File: src/rtl/core/hsv2rgb_pkg.sv
package hsv2rgb_pkg;

  localparam int unsigned HUE_W   = 9;
  localparam int unsigned LEVEL_W = 8;
  localparam int unsigned FRAC_W  = 6;
  localparam int unsigned NUM_W   = 14;
  localparam int unsigned WORD_W  = 16;
  localparam int unsigned PP_W    = 2 * LEVEL_W;
  localparam int unsigned PQ_W    = LEVEL_W + NUM_W;

  localparam logic [HUE_W-1:0]   HUE_TURN   = 9'd360;
  localparam logic [FRAC_W-1:0]  SECTOR_DEG = 6'd60;
  localparam logic [LEVEL_W-1:0] LEVEL_MAX  = 8'd255;
  localparam logic [NUM_W-1:0]   FRAC_DEN   = 14'd15300;

  // floor(x/255) = (x*RECIP_LEVEL) >> 24 for x < 2^16
  localparam logic [16:0] RECIP_LEVEL = 17'd65794;
  localparam int unsigned RECIP_LEVEL_SH = 24;
  // floor(x/15300) = (x*RECIP_FRAC) >> 36 for x < 2^22
  localparam logic [22:0] RECIP_FRAC = 23'd4491470;
  localparam int unsigned RECIP_FRAC_SH = 36;

  typedef enum logic [2:0] {
    SEC_RED_YEL,
    SEC_YEL_GRN,
    SEC_GRN_CYN,
    SEC_CYN_BLU,
    SEC_BLU_MAG,
    SEC_MAG_RED
  } sector_t;

  typedef struct packed {
    sector_t              sector;
    logic [LEVEL_W-1:0]   v;
    logic [LEVEL_W-1:0]   sd;
    logic [NUM_W-1:0]     nq;
    logic [NUM_W-1:0]     nt;
  } hsv2rgb_num_t;

  typedef struct packed {
    sector_t            sector;
    logic [LEVEL_W-1:0] v;
    logic [LEVEL_W-1:0] p;
    logic [LEVEL_W-1:0] q;
    logic [LEVEL_W-1:0] t;
  } hsv2rgb_lvl_t;

endpackage

File: src/rtl/core/hsv2rgb_if.sv
interface hsv2rgb_in_if;
  import hsv2rgb_pkg::*;
  logic               valid;
  logic               ready;
  logic [HUE_W-1:0]   hue_deg;
  logic [LEVEL_W-1:0] sat_level;
  logic [LEVEL_W-1:0] val_level;

  modport source (output valid, output hue_deg, output sat_level, output val_level,
                  input ready);
  modport sink (input valid, input hue_deg, input sat_level, input val_level,
                output ready);
endinterface

interface hsv2rgb_out_if;
  import hsv2rgb_pkg::*;
  logic              valid;
  logic              ready;
  logic [WORD_W-1:0] rgb565_word;

  modport source (output valid, output rgb565_word, input ready);
  modport sink (input valid, input rgb565_word, output ready);
endinterface

File: src/rtl/core/hsv2rgb_front.sv
module hsv2rgb_front (
  input  logic                          clk,
  input  logic                          rst,
  input  logic                          up_valid,
  output logic                          up_ready,
  input  logic [hsv2rgb_pkg::HUE_W-1:0]   hue_deg,
  input  logic [hsv2rgb_pkg::LEVEL_W-1:0] sat_level,
  input  logic [hsv2rgb_pkg::LEVEL_W-1:0] val_level,
  output logic                          num_valid,
  input  logic                          num_ready,
  output hsv2rgb_pkg::hsv2rgb_num_t     num
);
  import hsv2rgb_pkg::*;

  logic [HUE_W-1:0]   hue_red;
  logic [HUE_W-1:0]   base;
  sector_t            sector_c;
  logic [FRAC_W-1:0]  k_c;

  logic               valid1;
  sector_t            sector1;
  logic [FRAC_W-1:0]  k1;
  logic [LEVEL_W-1:0] s1;
  logic [LEVEL_W-1:0] v1;

  logic               rdy1;
  logic               rdy2;
  logic [FRAC_W-1:0]  kc1;
  logic [NUM_W-1:0]   sk;
  logic [NUM_W-1:0]   skc;

  always_comb begin
    hue_red = (hue_deg >= HUE_TURN) ? hue_deg - HUE_TURN : hue_deg;
    if (hue_red < 9'd60) begin
      sector_c = SEC_RED_YEL;
      base     = 9'd0;
    end else if (hue_red < 9'd120) begin
      sector_c = SEC_YEL_GRN;
      base     = 9'd60;
    end else if (hue_red < 9'd180) begin
      sector_c = SEC_GRN_CYN;
      base     = 9'd120;
    end else if (hue_red < 9'd240) begin
      sector_c = SEC_CYN_BLU;
      base     = 9'd180;
    end else if (hue_red < 9'd300) begin
      sector_c = SEC_BLU_MAG;
      base     = 9'd240;
    end else begin
      sector_c = SEC_MAG_RED;
      base     = 9'd300;
    end
    k_c = FRAC_W'(hue_red - base);
  end

  assign rdy2     = !num_valid || num_ready;
  assign rdy1     = !valid1 || rdy2;
  assign up_ready = rdy1;

  always_ff @(posedge clk) begin
    if (rst) begin
      valid1 <= 1'b0;
    end else if (rdy1) begin
      valid1 <= up_valid;
    end
  end

  always_ff @(posedge clk) begin
    if (rdy1 && up_valid) begin
      sector1 <= sector_c;
      k1      <= k_c;
      s1      <= sat_level;
      v1      <= val_level;
    end
  end

  assign kc1 = SECTOR_DEG - k1;
  assign sk  = NUM_W'(s1) * NUM_W'(k1);
  assign skc = NUM_W'(s1) * NUM_W'(kc1);

  always_ff @(posedge clk) begin
    if (rst) begin
      num_valid <= 1'b0;
    end else if (rdy2) begin
      num_valid <= valid1;
    end
  end

  always_ff @(posedge clk) begin
    if (rdy2 && valid1) begin
      num.sector <= sector1;
      num.v      <= v1;
      num.sd     <= LEVEL_MAX - s1;
      num.nq     <= FRAC_DEN - sk;
      num.nt     <= FRAC_DEN - skc;
    end
  end

endmodule

File: src/rtl/core/hsv2rgb_div.sv
module hsv2rgb_div (
  input  logic                      clk,
  input  logic                      rst,
  input  logic                      num_valid,
  output logic                      num_ready,
  input  hsv2rgb_pkg::hsv2rgb_num_t num,
  output logic                      lvl_valid,
  input  logic                      lvl_ready,
  output hsv2rgb_pkg::hsv2rgb_lvl_t lvl
);
  import hsv2rgb_pkg::*;

  logic               valid3;
  sector_t            sector3;
  logic [LEVEL_W-1:0] v3;
  logic [PP_W-1:0]    pp3;
  logic [PQ_W-1:0]    pq3;
  logic [PQ_W-1:0]    pt3;

  logic               rdy3;
  logic               rdy4;
  logic [PP_W+16:0]   pp_m;
  logic [PQ_W+22:0]   pq_m;
  logic [PQ_W+22:0]   pt_m;

  assign rdy4      = !lvl_valid || lvl_ready;
  assign rdy3      = !valid3 || rdy4;
  assign num_ready = rdy3;

  always_ff @(posedge clk) begin
    if (rst) begin
      valid3 <= 1'b0;
    end else if (rdy3) begin
      valid3 <= num_valid;
    end
  end

  always_ff @(posedge clk) begin
    if (rdy3 && num_valid) begin
      sector3 <= num.sector;
      v3      <= num.v;
      pp3     <= num.v * num.sd;
      pq3     <= num.v * num.nq;
      pt3     <= num.v * num.nt;
    end
  end

  assign pp_m = pp3 * RECIP_LEVEL;
  assign pq_m = pq3 * RECIP_FRAC;
  assign pt_m = pt3 * RECIP_FRAC;

  always_ff @(posedge clk) begin
    if (rst) begin
      lvl_valid <= 1'b0;
    end else if (rdy4) begin
      lvl_valid <= valid3;
    end
  end

  always_ff @(posedge clk) begin
    if (rdy4 && valid3) begin
      lvl.sector <= sector3;
      lvl.v      <= v3;
      lvl.p      <= pp_m[RECIP_LEVEL_SH +: LEVEL_W];
      lvl.q      <= pq_m[RECIP_FRAC_SH +: LEVEL_W];
      lvl.t      <= pt_m[RECIP_FRAC_SH +: LEVEL_W];
    end
  end

endmodule

File: src/rtl/core/hsv_to_rgb565_convert.sv
// HSV to RGB565 pixel converter.
// An accepted input moves through front, num, div, lvl and output registers.
// Throughput: one transaction per cycle; the pipeline stalls only when the
// output is not taken, and each stage holds its item until the next one frees.
// Reset (synchronous): clears all stage valid bits; payload registers keep data.
module hsv_to_rgb565_convert (
  input logic                 clk,
  input logic                 rst,
  hsv2rgb_in_if.sink          pix_in,
  hsv2rgb_out_if.source       pix_out
);
  import hsv2rgb_pkg::*;

  logic         num_valid;
  logic         num_ready;
  hsv2rgb_num_t num;
  logic         lvl_valid;
  logic         lvl_ready;
  hsv2rgb_lvl_t lvl;

  logic               valid5;
  logic [WORD_W-1:0]  word;
  logic [LEVEL_W-1:0] r_c;
  logic [LEVEL_W-1:0] g_c;
  logic [LEVEL_W-1:0] b_c;

  hsv2rgb_front u_front (
    .clk       (clk),
    .rst       (rst),
    .up_valid  (pix_in.valid),
    .up_ready  (pix_in.ready),
    .hue_deg   (pix_in.hue_deg),
    .sat_level (pix_in.sat_level),
    .val_level (pix_in.val_level),
    .num_valid (num_valid),
    .num_ready (num_ready),
    .num       (num)
  );

  hsv2rgb_div u_div (
    .clk       (clk),
    .rst       (rst),
    .num_valid (num_valid),
    .num_ready (num_ready),
    .num       (num),
    .lvl_valid (lvl_valid),
    .lvl_ready (lvl_ready),
    .lvl       (lvl)
  );

  always_comb begin
    case (lvl.sector)
      SEC_RED_YEL: begin
        r_c = lvl.v; g_c = lvl.t; b_c = lvl.p;
      end
      SEC_YEL_GRN: begin
        r_c = lvl.q; g_c = lvl.v; b_c = lvl.p;
      end
      SEC_GRN_CYN: begin
        r_c = lvl.p; g_c = lvl.v; b_c = lvl.t;
      end
      SEC_CYN_BLU: begin
        r_c = lvl.p; g_c = lvl.q; b_c = lvl.v;
      end
      SEC_BLU_MAG: begin
        r_c = lvl.t; g_c = lvl.p; b_c = lvl.v;
      end
      default: begin
        r_c = lvl.v; g_c = lvl.p; b_c = lvl.q;
      end
    endcase
  end

  assign lvl_ready = !valid5 || pix_out.ready;

  always_ff @(posedge clk) begin
    if (rst) begin
      valid5 <= 1'b0;
    end else if (lvl_ready) begin
      valid5 <= lvl_valid;
    end
  end

  always_ff @(posedge clk) begin
    if (lvl_ready && lvl_valid) begin
      word <= {r_c[7:3], g_c[7:2], b_c[7:3]};
    end
  end

  assign pix_out.valid       = valid5;
  assign pix_out.rgb565_word = word;

endmodule
File: src/flat_wrapper.sv
// flat-port wrapper written by rule: the top's interface ports become plain ports
module hsv_to_rgb565_convert_flat import hsv2rgb_pkg::*;
  (clk, rst, pix_in_valid, pix_in_hue_deg, pix_in_sat_level, pix_in_val_level, pix_in_ready, pix_out_valid, pix_out_rgb565_word, pix_out_ready);
  hsv2rgb_in_if pix_in_i ();
  hsv2rgb_out_if pix_out_i ();
  input logic clk;
  input logic rst;
  input wire logic [$bits(pix_in_i.valid)-1:0] pix_in_valid;
  input wire logic [$bits(pix_in_i.hue_deg)-1:0] pix_in_hue_deg;
  input wire logic [$bits(pix_in_i.sat_level)-1:0] pix_in_sat_level;
  input wire logic [$bits(pix_in_i.val_level)-1:0] pix_in_val_level;
  output wire logic [$bits(pix_in_i.ready)-1:0] pix_in_ready;
  output wire logic [$bits(pix_out_i.valid)-1:0] pix_out_valid;
  output wire logic [$bits(pix_out_i.rgb565_word)-1:0] pix_out_rgb565_word;
  input wire logic [$bits(pix_out_i.ready)-1:0] pix_out_ready;
  assign pix_in_i.valid = pix_in_valid;
  assign pix_in_i.hue_deg = pix_in_hue_deg;
  assign pix_in_i.sat_level = pix_in_sat_level;
  assign pix_in_i.val_level = pix_in_val_level;
  assign pix_in_ready = pix_in_i.ready;
  assign pix_out_valid = pix_out_i.valid;
  assign pix_out_rgb565_word = pix_out_i.rgb565_word;
  assign pix_out_i.ready = pix_out_ready;
  hsv_to_rgb565_convert u_core (.clk(clk), .rst(rst), .pix_in(pix_in_i), .pix_out(pix_out_i));
endmodule
File: config.mk
export PLATFORM = sky130hd
export DESIGN_NAME = hsv_to_rgb565_convert_flat
export DESIGN_NICKNAME = d
export VERILOG_FILES = /design/src/rtl/core/hsv2rgb_pkg.sv /design/src/rtl/core/hsv2rgb_if.sv /design/src/rtl/core/hsv2rgb_front.sv /design/src/rtl/core/hsv2rgb_div.sv /design/src/rtl/core/hsv_to_rgb565_convert.sv /design/src/flat_wrapper.sv
export SDC_FILE = /design/constraint.sdc
export NUM_CORES = 2
export LEC_CHECK = 0
export ABC_AREA = 1
export BUFFER_PORTS_ARGS = -buffer_cell sky130_fd_sc_hd__buf_2
export CORE_ASPECT_RATIO = 0.7
export CORE_UTILIZATION = 45
export CTS_BUF_LIST = sky130_fd_sc_hd__clkbuf_16
export DETAILED_ROUTE_END_ITERATION = 16
export SYNTH_ARGS = -nofsm -noshare
export SYNTH_HDL_FRONTEND = slang
export SYNTH_SLANG_ARGS = --single-unit
File: constraint.sdc
create_clock -name clk -period 5.7 [get_ports clk]
set_input_delay 0.855 -clock clk [delete_from_list [all_inputs] [get_ports clk]]
set_output_delay 0.855 -clock clk [all_outputs]
set_load 0.01 [all_outputs]
==> flow_summary.rst <==
.. list-table::
   :header-rows: 1

   * - Metric
     - Value
   * - Max clock buf depth
     - 2
   * - Max_slew headroom
     - 17.4%
   * - Cell type with the largest total area after synthesis
     - sky130_fd_sc_hd__fa_1
   * - Via density per instance
     - 4.94
   * - Worst reg2reg setup slack
     - 0.27 ns
   * - Data required, critical path
     - around 6 ns
   * - Ports placed on the boundary
     - 47
   * - Netlist Area Pre-Place
     - 34100 um2
   * - Overall via count from detail_route
     - between 20000 and 25000
   * - Final Cycle Share
     - 95.3%
   * - Post-Place Setup Slack
     - 0.183 ns
   * - Count of max-cap constraint violations
     - 0
   * - All-layer global routing usage
     - 21.4%
   * - Horizontal extent of the die
     - 331 um
   * - Top post-synthesis cells by area
     - sky130_fd_sc_hd__fa_1 27%, sky130_fd_sc_hd__ha_1 24%, sky130_fd_sc_hd__edfxtp_1 16%
   * - Start of the worst register-to-register path
     - u_core.u_div.pt3[13]$_DFFE_PP_
   * - Setup Skew
     - 0.0178 ns
   * - Post-synthesis average cell area
     - 8.85 um2
   * - Hold violation count in the final report
     - 0
   * - Setup TNS
     - 0 ns
   * - Maximum number of pins on one net before global-route repair
     - between 40 and 50
   * - Cell with the biggest individual delay on the critical path
     - sky130_fd_sc_hd__fa_1
   * - Average detailed-routed wire length per instance
     - around 16 um
   * - Number of distinct library cells after synthesis
     - 50
   * - Count of unresolved DRC violations after routing
     - 0
   * - Synth-to-layout area growth
     - 6.77%
   * - Router iterations before antenna repair
     - 5
   * - Top-count cell post-synth
     - sky130_fd_sc_hd__inv_1
   * - Inst Count DP
     - 4869
   * - Via count of the first global-routing pass
     - 24052
   * - Proportion of register bits with asynchronous set or reset after synthesis
     - 0%
   * - Worst Hold End
     - u_core.u_front.num[43]$_DFFE_PP_
   * - Top-area cell type share of the netlist area
     - about a quarter
   * - CP Cell Sequence
     - ha_1, fa_1, inv_1, fa_1, inv_1, ha_1, inv_1, fa_1, inv_1, fa_1, inv_1, fa_1, inv_1, ha_1, nand2_1, nor2_2, nand2_1, nor4_1, o21ai_0, nand3_1, nand2_1, inv_1, nor2_1
   * - Setup Crit Path Kind
     - reg -> reg
   * - CTS H-Tree Depth
     - 4
   * - Most common library cells after synthesis
     - 1003 x sky130_fd_sc_hd__inv_1, 679 x sky130_fd_sc_hd__nand2_1, 667 x sky130_fd_sc_hd__ha_1
   * - Non-Filler Instances
     - 4905
   * - Most used DFF post-synth
     - sky130_fd_sc_hd__edfxtp_1
   * - Largest stage delay on the critical path
     - 0.52 ns
   * - Final Max Slew Viols
     - 0
   * - Critical hold path startpoint
     - u_core.u_front.v1[7]$_DFFE_PP_
   * - Starting utilization of the core area
     - 45.5%
   * - Fraction of layout instances using a drive strength above 1
     - 4.75%
   * - Classification of the worst-slack hold path
     - reg -> reg
   * - Number of antenna violations at the first check in global routing
     - 1
   * - Seq/Total Area, Yosys
     - 16.3%
   * - Antenna diode instance count
     - 0
   * - Worst Setup Slack, final
     - ~0.27 ns
   * - Element type at the critical path start
     - flip-flop
   * - Path depth of the worst reg2reg path
     - 23
   * - Min Tclk post-route
     - 5.43 ns
   * - Number of clock sinks
     - 187
   * - Insertion delay to the later sink of the worst-skew pair
     - 0.48 ns
   * - Overflow left after global routing
     - 0
   * - Post-layout nets
     - 5054
   * - End of the worst register-to-register path
     - u_core.u_div.lvl[7]$_DFFE_PP_
   * - CTS buffer count
     - 17
   * - Area inside the core boundary
     - approximately 75000 um2
   * - Result of the run
     - finished, final reports clean
   * - Area of the die
     - 76900 um2
   * - Antenna violation net count after detailed routing
     - 0
   * - Crit path max fanout
     - 4
   * - Sum of routed wire length over all layers
     - roughly 79000 um
   * - Global-route wire length before repair
     - roughly 130000 um
   * - First-iteration detailed-routing DRC count
     - 1616
   * - Number of rows created at floorplan
     - 84
   * - CTS tree
     - built
   * - Hold path depth
     - 0
   * - Ys Warns
     - 0
   * - Nature of the critical path endpoint
     - flip-flop
   * - Chip Height
     - 232 um
   * - Clk Tree Root Cell
     - sky130_fd_sc_hd__clkbuf_16
   * - Detailed placer's ending HPWL
     - 68300 um
   * - IO buf count
     - 46
   * - Worst path most repeated cell
     - sky130_fd_sc_hd__inv_1
   * - Net count after synthesis
     - approximately 5000
   * - Setup-violating endpoint count in the final report
     - 0
   * - Count of mapped cells out of synthesis
     - 3856
   * - Slew at the pin with the worst max-slew slack
     - 1.23 ns
   * - Unrepaired setup endpoints after global routing
     - no
   * - Register bit count reported by yosys
     - 187
   * - Placer congestion estimate
     - 0.900
   * - Highest clock frequency the design can meet
     - 0.184 GHz
   * - CP arrival
     - 5.68 ns
   * - Number of enable-type register cells in the synthesized netlist
     - 182
   * - Post-CTS clock slew at the launch and capture registers of the worst setup and hold paths
     - 0.09 ns
   * - Number of buffers inserted by hold repair at cts
     - 0
-- logic make-up (layout without fill, tap and decap cells) --
| group | Yosys count | count (layout) | synth area share [%] |
|---|---|---|---|
| fa+ha+maj | 1122 | 1122 | 51.2 |
| buf+inv | 1090 | 1150 | 12.1 |
| simple gates | 1013 | 1013 | 12.2 |
| compound gates | 352 | 352 | 5.83 |
| flops | 187 | 187 | 16.3 |
| xor+xnor | 92 | 92 | 2.38 |
-- area by class of cell --
class / count / area (um2)
inverter: 1007 / 3780
clock buffer: 17 / 425
timing repair buffer: 111 / 756
multi-input combinational: 2579 / 24500
tap: 989 / 1240
fill: 7158 / 38600
clock inverter: 15 / 201
sequential: 187 / 5570
-- worst max-delay path: cells and delay by family (launching register included) --
family,cells,cell delay (ns)
AOI/OAI and AO/OA,1,0.12
adders and majority gates,8,3.45
buffers and inverters,7,0.36
DFF,1,0.44
and+or+nand+nor,7,0.83
-- per-stage QoR --
step           util [%]  hold WS (ns)  area (um2)
2_1_floorplan         -         0.400       34100
3_3_place_gp       47.6         0.404       35800
3_5_place_dp       47.6         0.405       35800
4_1_cts            48.5         0.412       36400
5_1_grt            48.5         0.424       36400
6_report           48.5         0.411       36400
-- registers in the layout, summed over array words and instances, names as in the netlist, 3 cells and up --
register                    count
u_core.pix_out.rgb565_word     16
u_core.u_div.lvl               27
u_core.u_div.pp3               16
u_core.u_div.pq3               22
u_core.u_div.pt3               21
u_core.u_div.sector3            3
u_core.u_div.v3                 6
u_core.u_front.k1               6
u_core.u_front.num             46
u_core.u_front.s1               8
u_core.u_front.sector1          3
u_core.u_front.v1               8
-- cell usage in the layout, fill, tap and decap left out, types with 10 or more instances in the layout --
cell type / instances
sky130_fd_sc_hd__nand4_1: 25
sky130_fd_sc_hd__xnor2_1: 25
sky130_fd_sc_hd__nor2_1: 153
sky130_fd_sc_hd__nand3_1: 80
sky130_fd_sc_hd__o211ai_1: 12
sky130_fd_sc_hd__a21o_1: 17
sky130_fd_sc_hd__clkbuf_16: 17
sky130_fd_sc_hd__a31oi_1: 11
sky130_fd_sc_hd__ha_1: 667
sky130_fd_sc_hd__buf_2: 46
sky130_fd_sc_hd__o21bai_1: 11
sky130_fd_sc_hd__inv_1: 1002
sky130_fd_sc_hd__xor2_1: 66
sky130_fd_sc_hd__nor3_1: 23
sky130_fd_sc_hd__nand2_1: 679
sky130_fd_sc_hd__fa_1: 455
sky130_fd_sc_hd__nor4_1: 10
sky130_fd_sc_hd__edfxtp_1: 182
sky130_fd_sc_hd__a21oi_1: 171
sky130_fd_sc_hd__o21ai_0: 85
sky130_fd_sc_hd__buf_4: 62
sky130_fd_sc_hd__nand2_2: 11
-- what timing repair did --
| action | in CTS | in global routing |
|---|---|---|
| setup endpoints to repair | 0 | 6 |
| gates resized for setup | 0 | 4 |
| buffers inserted | 0 | 4 |
-- worst max path at each step --
stage,from,end,slack (ns)
final,u_core.u_div.pt3[13]$_DFFE_PP_,u_core.u_div.lvl[7]$_DFFE_PP_,0.27
after global routing,u_core.u_div.pt3[13]$_DFFE_PP_,u_core.u_div.lvl[3]$_DFFE_PP_,0.007
after CTS,u_core.u_div.pt3[16]$_DFFE_PP_,u_core.u_div.lvl[2]$_DFFE_PP_,0.17
after detailed placement,u_core.u_div.pt3[16]$_DFFE_PP_,u_core.u_div.lvl[2]$_DFFE_PP_,0.18
after global placement,u_core.u_div.pt3[13]$_DFFE_PP_,u_core.u_div.lvl[7]$_DFFE_PP_,0.12
after floorplan,u_core.u_div.pt3[13]$_DFFE_PP_,u_core.u_div.lvl[7]$_DFFE_PP_,0.43
-- routing by layer --
metal / vias up / GRT usage, % / part of all wire (%)
li1: 12095 / - / -
met3: 42 / 3.97 / 6.0
met1: 11597 / 34.5 / 54
met5: - / 0 / 0.024
met2: 516 / 29.8 / 39
met4: 2 / 2.88 / 0.95
Power is not shown: default switching activity piles up to over one toggle a cycle in this logic, so the estimate is an artifact.
